--- src/hw/rtl/fss_pkg.sv ---
// Shared types and constants of the frame skip scheduler.
package fss_pkg;

    localparam int TIME_W       = 48;
    localparam int RATE_W       = 8;
    localparam int MODE_W       = 4;
    localparam int SKIP_W       = 3;
    localparam int DATA_W       = 32;
    localparam int ADDR_W       = 3;
    localparam int MAX_SKIP     = 5;
    localparam int RATE_RESET   = 60;
    localparam int USEC_PER_SEC = 1000000;

    // 1e6 = 2^6 * 15625: drop the low bits, then divide by the odd part
    localparam int DIV_SHIFT  = 6;
    localparam int DIV_ODD    = USEC_PER_SEC >> DIV_SHIFT;
    localparam int PROD_W     = TIME_W + RATE_W;
    localparam int DIVIDEND_W = PROD_W - DIV_SHIFT;
    localparam int DIGIT_W    = 4;
    localparam int RADIX      = 1 << DIGIT_W;
    localparam int DIV_STAGES = (DIVIDEND_W + DIGIT_W - 1) / DIGIT_W;
    localparam int WORK_W     = DIV_STAGES * DIGIT_W;
    localparam int REM_W      = $clog2(DIV_ODD);
    localparam int PART_W     = REM_W + DIGIT_W;
    localparam int COUNT_W    = $clog2(((64'd1 << PROD_W) / USEC_PER_SEC) + 1);

    localparam logic signed [MODE_W-1:0] MODE_MAX = MODE_W'(MAX_SKIP);
    localparam logic signed [MODE_W-1:0] MODE_MIN = -MODE_MAX;

    typedef enum logic [ADDR_W-3:0] {
        REG_SKIP_MODE  = 1'b0,
        REG_FRAME_RATE = 1'b1
    } reg_idx_t;

    typedef struct packed {
        logic signed [MODE_W-1:0] mode;
        logic [RATE_W-1:0]        rate;
        logic                     clear;
    } cfg_t;

    typedef struct packed {
        logic restart;
        logic rebase;
    } item_flags_t;

endpackage

--- src/hw/rtl/fss_req_if.sv ---
// Request channel: refresh update or restart with a microsecond timestamp.
interface fss_req_if import fss_pkg::*; ();
    logic              valid;
    logic              ready;
    logic              action;
    logic [TIME_W-1:0] now_usec;

    modport source (output valid, action, now_usec, input ready);
    modport sink (input valid, action, now_usec, output ready);
endinterface

--- src/hw/rtl/fss_res_if.sv ---
// Result channel: skip decision and skip counter after each request.
interface fss_res_if import fss_pkg::*; ();
    logic              valid;
    logic              ready;
    logic              skip_next;
    logic [SKIP_W-1:0] skip_count;

    modport source (output valid, skip_next, skip_count, input ready);
    modport sink (input valid, skip_next, skip_count, output ready);
endinterface

--- src/hw/rtl/fss_cfg.sv ---
// APB register file: skip mode with clamping and clear on change, frame rate.
module fss_cfg import fss_pkg::*; (
    input  logic              clk,
    input  logic              rst_n,
    input  logic              psel,
    input  logic              penable,
    input  logic              pwrite,
    input  logic [ADDR_W-1:0] paddr,
    input  logic [DATA_W-1:0] pwdata,
    output logic [DATA_W-1:0] prdata,
    output logic              pready,
    output cfg_t              cfg
);

    logic signed [MODE_W-1:0] mode_reg;
    logic signed [MODE_W-1:0] mode_next;
    logic [RATE_W-1:0]        rate_reg;
    logic [RATE_W-1:0]        rate_next;
    logic signed [MODE_W-1:0] wr_mode;
    logic signed [MODE_W-1:0] clamped;
    logic                     wr_en;
    logic                     clear;
    reg_idx_t                 idx;

    assign pready = 1'b1;
    assign wr_en  = psel && penable && pwrite;
    assign idx    = reg_idx_t'(paddr[ADDR_W-1:2]);

    always_comb
    begin
        wr_mode = pwdata[MODE_W-1:0];
        if (wr_mode < MODE_MIN)
        begin
            clamped = MODE_MIN;
        end
        else if (wr_mode > MODE_MAX)
        begin
            clamped = MODE_MAX;
        end
        else
        begin
            clamped = wr_mode;
        end
    end

    always_comb
    begin
        mode_next = mode_reg;
        rate_next = rate_reg;
        clear     = 1'b0;
        if (wr_en)
        begin
            case (idx)
                REG_SKIP_MODE:
                begin
                    if (clamped != mode_reg)
                    begin
                        mode_next = clamped;
                        clear     = 1'b1;
                    end
                end
                REG_FRAME_RATE:
                begin
                    rate_next = pwdata[RATE_W-1:0];
                end
                default:
                begin
                    mode_next = mode_reg;
                end
            endcase
        end
    end

    always_ff @(posedge clk or negedge rst_n)
    begin
        if (!rst_n)
        begin
            mode_reg <= '0;
            rate_reg <= RATE_W'(RATE_RESET);
        end
        else
        begin
            mode_reg <= mode_next;
            rate_reg <= rate_next;
        end
    end

    always_comb
    begin
        case (idx)
            REG_SKIP_MODE:  prdata = {{(DATA_W-MODE_W){1'b0}}, mode_reg};
            REG_FRAME_RATE: prdata = {{(DATA_W-RATE_W){1'b0}}, rate_reg};
            default:        prdata = '0;
        endcase
    end

    assign cfg.mode  = mode_reg;
    assign cfg.rate  = rate_reg;
    assign cfg.clear = clear;

endmodule

--- src/hw/rtl/fss_front.sv ---
// Front end: request register, start time tracking, elapsed time and rate product.
module fss_front import fss_pkg::*; (
    input  logic                  clk,
    input  logic                  rst_n,
    input  cfg_t                  cfg,
    fss_req_if.sink               req,
    output logic                  feed_valid,
    input  logic                  feed_ready,
    output logic [DIVIDEND_W-1:0] dividend,
    output item_flags_t           feed_flags
);

    logic [TIME_W-1:0] start_reg;
    logic [TIME_W-1:0] start_next;
    logic              s0_valid_reg;
    logic [TIME_W-1:0] elapsed_reg;
    item_flags_t       s0_flags_reg;
    logic              s1_valid_reg;
    logic [PROD_W-1:0] product_reg;
    item_flags_t       s1_flags_reg;

    logic              s0_ready;
    logic              s1_ready;
    logic              accept;
    logic              rebase;

    assign s1_ready  = !s1_valid_reg || feed_ready;
    assign s0_ready  = !s0_valid_reg || s1_ready;
    assign req.ready = s0_ready;
    assign accept    = req.valid && s0_ready;

    // automatic mode restarts the time base when unset or time did not advance
    assign rebase = !req.action && cfg.mode[MODE_W-1]
                 && ((start_reg == '0) || (req.now_usec <= start_reg));

    always_comb
    begin
        start_next = start_reg;
        if (cfg.clear)
        begin
            start_next = '0;
        end
        else if (accept && req.action)
        begin
            start_next = '0;
        end
        else if (accept && rebase)
        begin
            start_next = req.now_usec;
        end
    end

    always_ff @(posedge clk or negedge rst_n)
    begin
        if (!rst_n)
        begin
            start_reg    <= '0;
            s0_valid_reg <= 1'b0;
            s1_valid_reg <= 1'b0;
        end
        else
        begin
            start_reg <= start_next;
            if (s0_ready)
            begin
                s0_valid_reg <= req.valid;
            end
            if (s1_ready)
            begin
                s1_valid_reg <= s0_valid_reg;
            end
        end
    end

    always_ff @(posedge clk)
    begin
        if (accept)
        begin
            elapsed_reg          <= req.now_usec - start_reg;
            s0_flags_reg.restart <= req.action;
            s0_flags_reg.rebase  <= rebase;
        end
        if (s0_valid_reg && s1_ready)
        begin
            product_reg  <= {{RATE_W{1'b0}}, elapsed_reg} * {{TIME_W{1'b0}}, cfg.rate};
            s1_flags_reg <= s0_flags_reg;
        end
    end

    assign feed_valid = s1_valid_reg;
    assign dividend   = product_reg[PROD_W-1:DIV_SHIFT];
    assign feed_flags = s1_flags_reg;

endmodule

--- src/hw/rtl/fss_div.sv ---
// Pipelined divide by the odd part of one million, one radix-16 digit per stage.
module fss_div import fss_pkg::*; (
    input  logic                  clk,
    input  logic                  rst_n,
    input  logic                  feed_valid,
    output logic                  feed_ready,
    input  logic [DIVIDEND_W-1:0] dividend,
    input  item_flags_t           feed_flags,
    output logic                  done_valid,
    input  logic                  done_ready,
    output logic [COUNT_W-1:0]    quotient,
    output item_flags_t           done_flags
);

    logic              valid_reg [DIV_STAGES];
    logic [WORK_W-1:0] work_reg  [DIV_STAGES];
    logic [REM_W-1:0]  rem_reg   [DIV_STAGES];
    item_flags_t       flags_reg [DIV_STAGES];

    logic              stage_ready [DIV_STAGES];
    logic              valid_in    [DIV_STAGES];
    logic [WORK_W-1:0] work_in     [DIV_STAGES];
    logic [REM_W-1:0]  rem_in      [DIV_STAGES];
    item_flags_t       flags_in    [DIV_STAGES];
    logic [PART_W-1:0] part        [DIV_STAGES];
    logic [DIGIT_W-1:0] digit      [DIV_STAGES];
    logic [PART_W-1:0] rem_full    [DIV_STAGES];

    always_comb
    begin
        stage_ready[DIV_STAGES-1] = !valid_reg[DIV_STAGES-1] || done_ready;
        for (int k = DIV_STAGES - 2; k >= 0; k--)
        begin
            stage_ready[k] = !valid_reg[k] || stage_ready[k+1];
        end
    end

    always_comb
    begin
        valid_in[0] = feed_valid;
        work_in[0]  = WORK_W'(dividend);
        rem_in[0]   = '0;
        flags_in[0] = feed_flags;
        for (int k = 1; k < DIV_STAGES; k++)
        begin
            valid_in[k] = valid_reg[k-1];
            work_in[k]  = work_reg[k-1];
            rem_in[k]   = rem_reg[k-1];
            flags_in[k] = flags_reg[k-1];
        end
    end

    // remainder stays below the divisor, so the partial value is below 16x it
    always_comb
    begin
        for (int k = 0; k < DIV_STAGES; k++)
        begin
            part[k]  = {rem_in[k], work_in[k][WORK_W-1 -: DIGIT_W]};
            digit[k] = '0;
            for (int j = 1; j < RADIX; j++)
            begin
                if (part[k] >= PART_W'(j * DIV_ODD))
                begin
                    digit[k] = DIGIT_W'(j);
                end
            end
            rem_full[k] = part[k] - PART_W'(digit[k]) * PART_W'(DIV_ODD);
        end
    end

    always_ff @(posedge clk or negedge rst_n)
    begin
        if (!rst_n)
        begin
            for (int k = 0; k < DIV_STAGES; k++)
            begin
                valid_reg[k] <= 1'b0;
            end
        end
        else
        begin
            for (int k = 0; k < DIV_STAGES; k++)
            begin
                if (stage_ready[k])
                begin
                    valid_reg[k] <= valid_in[k];
                end
            end
        end
    end

    always_ff @(posedge clk)
    begin
        for (int k = 0; k < DIV_STAGES; k++)
        begin
            if (stage_ready[k] && valid_in[k])
            begin
                work_reg[k]  <= {work_in[k][WORK_W-DIGIT_W-1:0], digit[k]};
                rem_reg[k]   <= rem_full[k][REM_W-1:0];
                flags_reg[k] <= flags_in[k];
            end
        end
    end

    assign feed_ready = stage_ready[0];
    assign done_valid = valid_reg[DIV_STAGES-1];
    assign quotient   = work_reg[DIV_STAGES-1][COUNT_W-1:0];
    assign done_flags = flags_reg[DIV_STAGES-1];

endmodule

--- src/hw/rtl/fss_back.sv ---
// Back end: virtual frame count, skip counter update and result register.
module fss_back import fss_pkg::*; (
    input  logic               clk,
    input  logic               rst_n,
    input  cfg_t               cfg,
    input  logic               feed_valid,
    output logic               feed_ready,
    input  logic [COUNT_W-1:0] elapsed_frames,
    input  item_flags_t        feed_flags,
    fss_res_if.source          res
);

    logic [TIME_W-1:0] vf_reg;
    logic [TIME_W-1:0] vf_next;
    logic [SKIP_W-1:0] run_reg;
    logic [SKIP_W-1:0] run_next;
    logic              out_valid_reg;
    logic              out_skip_reg;
    logic [SKIP_W-1:0] out_count_reg;

    logic              load;
    logic              mode_pos;
    logic              mode_neg;
    logic [MODE_W-1:0] mode_mag;
    logic [SKIP_W-1:0] limit;
    logic [SKIP_W-1:0] run_inc;
    logic [TIME_W-1:0] vf_inc;
    logic [TIME_W-1:0] rc;

    assign feed_ready = !out_valid_reg || res.ready;
    assign load       = feed_valid && feed_ready;

    assign mode_neg = cfg.mode[MODE_W-1];
    assign mode_pos = !cfg.mode[MODE_W-1] && (cfg.mode != '0);
    assign mode_mag = mode_neg ? -cfg.mode : cfg.mode;
    assign limit    = mode_mag[SKIP_W-1:0];
    assign run_inc  = run_reg + 1'b1;
    assign vf_inc   = vf_reg + 1'b1;
    assign rc       = TIME_W'(elapsed_frames);

    always_comb
    begin
        vf_next  = vf_reg;
        run_next = run_reg;
        if (cfg.clear)
        begin
            vf_next  = '0;
            run_next = '0;
        end
        else if (load)
        begin
            if (feed_flags.restart || feed_flags.rebase)
            begin
                vf_next  = '0;
                run_next = '0;
            end
            else if (mode_pos)
            begin
                run_next = (run_inc > limit) ? '0 : run_inc;
            end
            else if (mode_neg)
            begin
                vf_next = vf_inc;
                if (rc >= vf_inc)
                begin
                    // behind: keep skipping up to the limit, then resync
                    if ((rc > vf_inc) && (run_reg < limit))
                    begin
                        run_next = run_inc;
                    end
                    else
                    begin
                        vf_next  = rc;
                        run_next = '0;
                    end
                end
            end
        end
    end

    always_ff @(posedge clk or negedge rst_n)
    begin
        if (!rst_n)
        begin
            vf_reg        <= '0;
            run_reg       <= '0;
            out_valid_reg <= 1'b0;
        end
        else
        begin
            vf_reg  <= vf_next;
            run_reg <= run_next;
            if (feed_ready)
            begin
                out_valid_reg <= feed_valid;
            end
        end
    end

    always_ff @(posedge clk)
    begin
        if (load)
        begin
            out_skip_reg  <= (cfg.mode != '0) && (run_next != '0);
            out_count_reg <= run_next;
        end
    end

    assign res.valid      = out_valid_reg;
    assign res.skip_next  = out_skip_reg;
    assign res.skip_count = out_count_reg;

endmodule

--- src/hw/rtl/frame_skip_scheduler_unit.sv ---
// Frame skip scheduler top level: APB registers, request pipeline, result channel.
//
// One request (refresh update with timestamp, or restart) is taken per clock
// when neither side stalls; it passes through two front stages (elapsed time,
// then the elapsed-time by frame-rate product), 13 pipelined radix-16 divider
// stages that turn the product into whole frames (divide by one million), and
// the result register, whose stage also updates the virtual frame count and
// skip counter. Back-pressure on the result side stalls only as far up the
// pipeline as needed, so empty stages keep taking requests. Skip mode 0 is off,
// a positive mode N renders one and skips N, a negative mode catches up
// automatically with at most |N| skips in a row; writes are clamped to the
// supported range and a changed mode clears the state. Write the registers only
// while no request is in flight.
module frame_skip_scheduler_unit import fss_pkg::*; (
    input  logic              clk,
    input  logic              rst_n,
    fss_req_if.sink           req,
    fss_res_if.source         res,
    input  logic              psel,
    input  logic              penable,
    input  logic              pwrite,
    input  logic [ADDR_W-1:0] paddr,
    input  logic [DATA_W-1:0] pwdata,
    output logic [DATA_W-1:0] prdata,
    output logic              pready
);

    cfg_t                  cfg_bus;
    logic                  div_feed_valid;
    logic                  div_feed_ready;
    logic [DIVIDEND_W-1:0] div_dividend;
    item_flags_t           div_feed_flags;
    logic                  back_feed_valid;
    logic                  back_feed_ready;
    logic [COUNT_W-1:0]    elapsed_frames;
    item_flags_t           back_feed_flags;

    fss_cfg u_cfg (
        .clk     (clk),
        .rst_n   (rst_n),
        .psel    (psel),
        .penable (penable),
        .pwrite  (pwrite),
        .paddr   (paddr),
        .pwdata  (pwdata),
        .prdata  (prdata),
        .pready  (pready),
        .cfg     (cfg_bus)
    );

    fss_front u_front (
        .clk        (clk),
        .rst_n      (rst_n),
        .cfg        (cfg_bus),
        .req        (req),
        .feed_valid (div_feed_valid),
        .feed_ready (div_feed_ready),
        .dividend   (div_dividend),
        .feed_flags (div_feed_flags)
    );

    fss_div u_div (
        .clk        (clk),
        .rst_n      (rst_n),
        .feed_valid (div_feed_valid),
        .feed_ready (div_feed_ready),
        .dividend   (div_dividend),
        .feed_flags (div_feed_flags),
        .done_valid (back_feed_valid),
        .done_ready (back_feed_ready),
        .quotient   (elapsed_frames),
        .done_flags (back_feed_flags)
    );

    fss_back u_back (
        .clk            (clk),
        .rst_n          (rst_n),
        .cfg            (cfg_bus),
        .feed_valid     (back_feed_valid),
        .feed_ready     (back_feed_ready),
        .elapsed_frames (elapsed_frames),
        .feed_flags     (back_feed_flags),
        .res            (res)
    );

`ifndef ASSERT_OFF
    // a skip is only reported with a nonzero counter
    a_skip_has_count: assert property (@(posedge clk) disable iff (!rst_n)
        res.valid && res.skip_next |-> res.skip_count != '0)
        else $error("skip reported with zero skip counter");

    // the counter never runs past the largest mode
    a_count_bounded: assert property (@(posedge clk) disable iff (!rst_n)
        res.valid |-> res.skip_count <= SKIP_W'(MAX_SKIP))
        else $error("skip counter above limit");
`endif

endmodule

--- src/flat_wrapper.sv ---
// flat-port wrapper written by rule: the top's interface ports become plain ports
module frame_skip_scheduler_unit_flat import fss_pkg::*;
  (clk, rst_n, psel, penable, pwrite, paddr, pwdata, prdata, pready, req_valid, req_action, req_now_usec, req_ready, res_valid, res_skip_next, res_skip_count, res_ready);
  fss_req_if req_i ();
  fss_res_if res_i ();
  input  logic clk;
  input  logic rst_n;
  input  logic psel;
  input  logic penable;
  input  logic pwrite;
  input  logic [ADDR_W-1:0] paddr;
  input  logic [DATA_W-1:0] pwdata;
  output logic [DATA_W-1:0] prdata;
  output logic pready;
  input wire logic [$bits(req_i.valid)-1:0] req_valid;
  input wire logic [$bits(req_i.action)-1:0] req_action;
  input wire logic [$bits(req_i.now_usec)-1:0] req_now_usec;
  output wire logic [$bits(req_i.ready)-1:0] req_ready;
  output wire logic [$bits(res_i.valid)-1:0] res_valid;
  output wire logic [$bits(res_i.skip_next)-1:0] res_skip_next;
  output wire logic [$bits(res_i.skip_count)-1:0] res_skip_count;
  input wire logic [$bits(res_i.ready)-1:0] res_ready;
  assign req_i.valid = req_valid;
  assign req_i.action = req_action;
  assign req_i.now_usec = req_now_usec;
  assign req_ready = req_i.ready;
  assign res_valid = res_i.valid;
  assign res_skip_next = res_i.skip_next;
  assign res_skip_count = res_i.skip_count;
  assign res_i.ready = res_ready;
  frame_skip_scheduler_unit u_core (.clk(clk), .rst_n(rst_n), .req(req_i), .res(res_i), .psel(psel), .penable(penable), .pwrite(pwrite), .paddr(paddr), .pwdata(pwdata), .prdata(prdata), .pready(pready));
endmodule
--- config.mk ---
export PLATFORM = sky130hd
export DESIGN_NAME = frame_skip_scheduler_unit_flat
export DESIGN_NICKNAME = d
export VERILOG_FILES = /design/src/hw/rtl/fss_pkg.sv /design/src/hw/rtl/fss_req_if.sv /design/src/hw/rtl/fss_res_if.sv /design/src/hw/rtl/fss_cfg.sv /design/src/hw/rtl/fss_front.sv /design/src/hw/rtl/fss_div.sv /design/src/hw/rtl/fss_back.sv /design/src/hw/rtl/frame_skip_scheduler_unit.sv /design/src/flat_wrapper.sv
export SDC_FILE = /design/constraint.sdc
export NUM_CORES = 2
export LEC_CHECK = 0
export BUFFER_PORTS_ARGS = -buffer_cell sky130_fd_sc_hd__buf_2
export CAP_MARGIN = 10
export CORE_UTILIZATION = 35
export DETAILED_ROUTE_END_ITERATION = 8
export PLACE_DENSITY_LB_ADDON = 0.2
export SYNTH_ARGS = -nofsm -noshare
export SYNTH_HDL_FRONTEND = slang
export SYNTH_SLANG_ARGS = --single-unit
--- constraint.sdc ---
create_clock -name clk -period 6.5 [get_ports clk]
set_input_delay 0.325 -clock clk [delete_from_list [all_inputs] [get_ports clk]]
set_output_delay 0.325 -clock clk [all_outputs]
set_load 0.05 [all_outputs]
==> impl_metrics.json <==
{
  "finalHoldViolCount": 0,
  "ys_ff_latch": 912,
  "start_util_pct": 35.26,
  "cts-root-buf": "clkbuf_16",
  "start_kind": "flop",
  "grt_usage_pct": 16.88,
  "rsz0062_at_grt": "false",
  "gp_congestion": 0.8751,
  "final.setup_skew_ps": 42.16,
  "cts_buffers": 101,
  "period_share_pct": 94.43,
  "synth.distinct_cells": 96,
  "hold_path_class": "in -> reg",
  "grt_overflow": 0,
  "first_iter_violations": 2897,
  "synth.largest_area_cell": "edfxtp_1",
  "wl_per_cell_um": 18.10,
  "hpwl_um": 113000,
  "path_class": "reg -> reg",
  "grt_pass1_wl_um": 243800,
  "cp.required_ps": 6940,
  "clk_pin_slew_ps": 60,
  "cts_setup_buffers": 0,
  "dieHeight_um": 423.2,
  "setup_viol": 0,
  "synthFlopType": "edfxtp_1",
  "max_slew_margin_pct": 25.64,
  "holdCritStartpoint": "psel",
  "synth_commonest_cells": "785 x edfxtp_1, 712 x inv_1, 517 x nand2_1, 408 x ha_1, 335 x fa_1",
  "fmaxAchievable_ghz": 0.1629,
  "crit_end": "u_core.u_front.product_reg[55]",
  "synth_edf_count": 785,
  "ioPinCount": 130,
  "crit_arrival_ps": 6580,
  "nNetsFinal": 6833,
  "ant_nets": 0,
  "reg2reg_slack_ps": 360,
  "cts_tree": "yes",
  "async_reset_ff_share_pct": 13.93,
  "wl_um": 152500,
  "core_area_mm2": 0.1761,
  "portBuffers": 78,
  "r2r_start": "u_core.u_cfg.rate_reg[3]",
  "synth_area_leaders": "edfxtp_1 38%, fa_1 11%, ha_1 8.2%, dfrtp_1 5.0%, inv_1 4.3%",
  "r2r_cells": 18,
  "avgViaCountPerCell": 5.176,
  "htreeDepth": 3,
  "synthesis.area_mm2": 0.06210,
  "drv_slew": 0,
  "grt_pass1_vias": 43460,
  "clock_sinks": 912,
  "synth_warnings": 0,
  "antenna-diode-count": 0,
  "fin_setup_tns_ps": 0,
  "synth_most_common_cell": "edfxtp_1",
  "status": "completed",
  "fp.dieArea_mm2": 0.1791,
  "drt-pass1-iter-count": 6,
  "via_count": 43610,
  "min_period_ps": 6138,
  "r2r-end": "u_core.u_front.product_reg[55]",
  "cp_max_fo": 13,
  "seq_area_frac_synth_pct": 43.08,
  "worst_pin_slew_ps": 1115,
  "maxCapViolations": 0,
  "antenna_found_initial": 1,
  "clockBufferDepth": 3,
  "drc": 0,
  "synthDominantCellAreaShare_pct": 37.96,
  "die_w_um": 423.2,
  "hold-worst-slack_ps": 63.79,
  "syn_inst": 5930,
  "insertion_delay_ps": 710,
  "fin_ws_ps": 361.9,
  "pre_cts_ws_ps": 318.0,
  "largest_reg_flops": 502,
  "cp-end-kind": "flop",
  "syn_to_final_growth_pct": 11.38,
  "num_rows": 154,
  "syn_area_per_cell_um2": 10.47,
  "drive_above_1_share_pct": 6.902,
  "critPathLaunch": "u_core.u_cfg.rate_reg[3]",
  "grt_max_degree": 68
}
[cell usage in the layout (no fill, tap or decap), types with 18 or more instances in the layout]
master / synthesis / layout
clkbuf_16: 0 / 102
a311oi_1: 22 / 22
buf_4: 31 / 93
a21o_1: 85 / 85
o41ai_1: 23 / 22
fa_1: 335 / 335
xor2_1: 78 / 78
nand3_1: 107 / 107
nand2b_1: 66 / 66
a21boi_0: 38 / 35
a211oi_1: 41 / 41
edfxtp_1: 785 / 785
conb_1: 2 / 28
nor4_1: 58 / 58
nor2b_1: 50 / 46
nand2_1: 517 / 517
a41oi_1: 23 / 23
ha_1: 408 / 408
o31a_1: 18 / 18
or3_1: 30 / 30
o21ai_0: 255 / 254
and3_1: 35 / 35
dlygate4sd3_1: 0 / 61
o21ai_1: 39 / 39
nand4_1: 93 / 93
o31ai_1: 69 / 69
dfrtp_1: 123 / 121
xnor2_1: 215 / 215
o21bai_1: 28 / 28
a21oi_1: 295 / 295
buf_2: 23 / 77
and2_1: 180 / 173
nor3_1: 142 / 142
inv_1: 712 / 711
o21a_1: 63 / 63
a31oi_1: 52 / 52
nor2_1: 297 / 296
a22o_1: 68 / 67
[through the flow]
stage | utilization, % | area [µm²] | std cells
global route | 39.27 | 69170 | 8425
CTS | 39.26 | 69150 | 8425
floorplan | - | 62200 | 5956
detailed placement | 36.96 | 65100 | 8175
global placement | 36.96 | 65100 | 8175
finish | 39.27 | 69170 | 8425
[layout make-up]
cell class,count,area [µm²]
Timing Repair Buffer,235,1757
Clock buffer,119,2636
Multi-Input combinational cell,4033,31600
Inverter,716,2688
Fill cell,17180,106900
Clock inverter,70,798.3
Sequential cell,912,26770
Tap cell,2340,2928
[logic make-up (layout without fill, tap and decap cells)]
group                      Yosys count  in the layout  share of synthesized area (%)
xor gates and xnor gates           293            293                          4.132
and+or+nand+nor                   1666           1666                          13.28
muxes                               20             20                         0.3546
DFF                                912            912                          43.08
adders and majority gates          743            743                          19.02
AOI/OAI and AO/OA                 1283           1283                          13.75
buffers and inverters             1011           1140                          6.370
other                                2             28                        0.01209
[worst max-delay path: stages, from the launching register on]
cell and delay (ps):
dfstp_2 730, and2_1 210, fa_1 440, fa_1 470, fa_1 540, fa_1 510
ha_1 360, and3_1 230, a221o_1 370, a32o_1 290, a221oi_1 350, buf_4 190
a311oi_1 80, buf_4 170, a22o_1 230, nor2_1 190, nor4_1 90, a211oi_1 310
xnor2_1 120
[timing repair]
action / CTS / global route
hold buffers: 61 / 0
gates resized for setup: 0 / 7
endpoints found under the setup margin: 0 / 2
endpoints found under the hold margin: 124 / 0
[routing by layer]
metal	vias up	global-route usage (%)	wire length, µm
met5	-	0	0
met2	852	28.68	74630
met1	21510	22.88	69430
li1	21060	-	-
met4	0	4.140	3346
met3	190	1.889	5123
[how the worst min path moves through the flow]
stage,end,cells past startpoint
after floorplan,u_core.u_back.res.valid,0
after global placement,u_core.u_back.vf_reg[13],1
after detailed placement,u_core.u_back.vf_reg[13],1
after CTS,u_core.u_cfg.mode_reg[0],4
after global routing,u_core.u_cfg.mode_reg[0],5
final,u_core.u_cfg.mode_reg[0],4
Power is not shown: default switching activity piles up to over one toggle a cycle in this logic, so the estimate is an artifact.
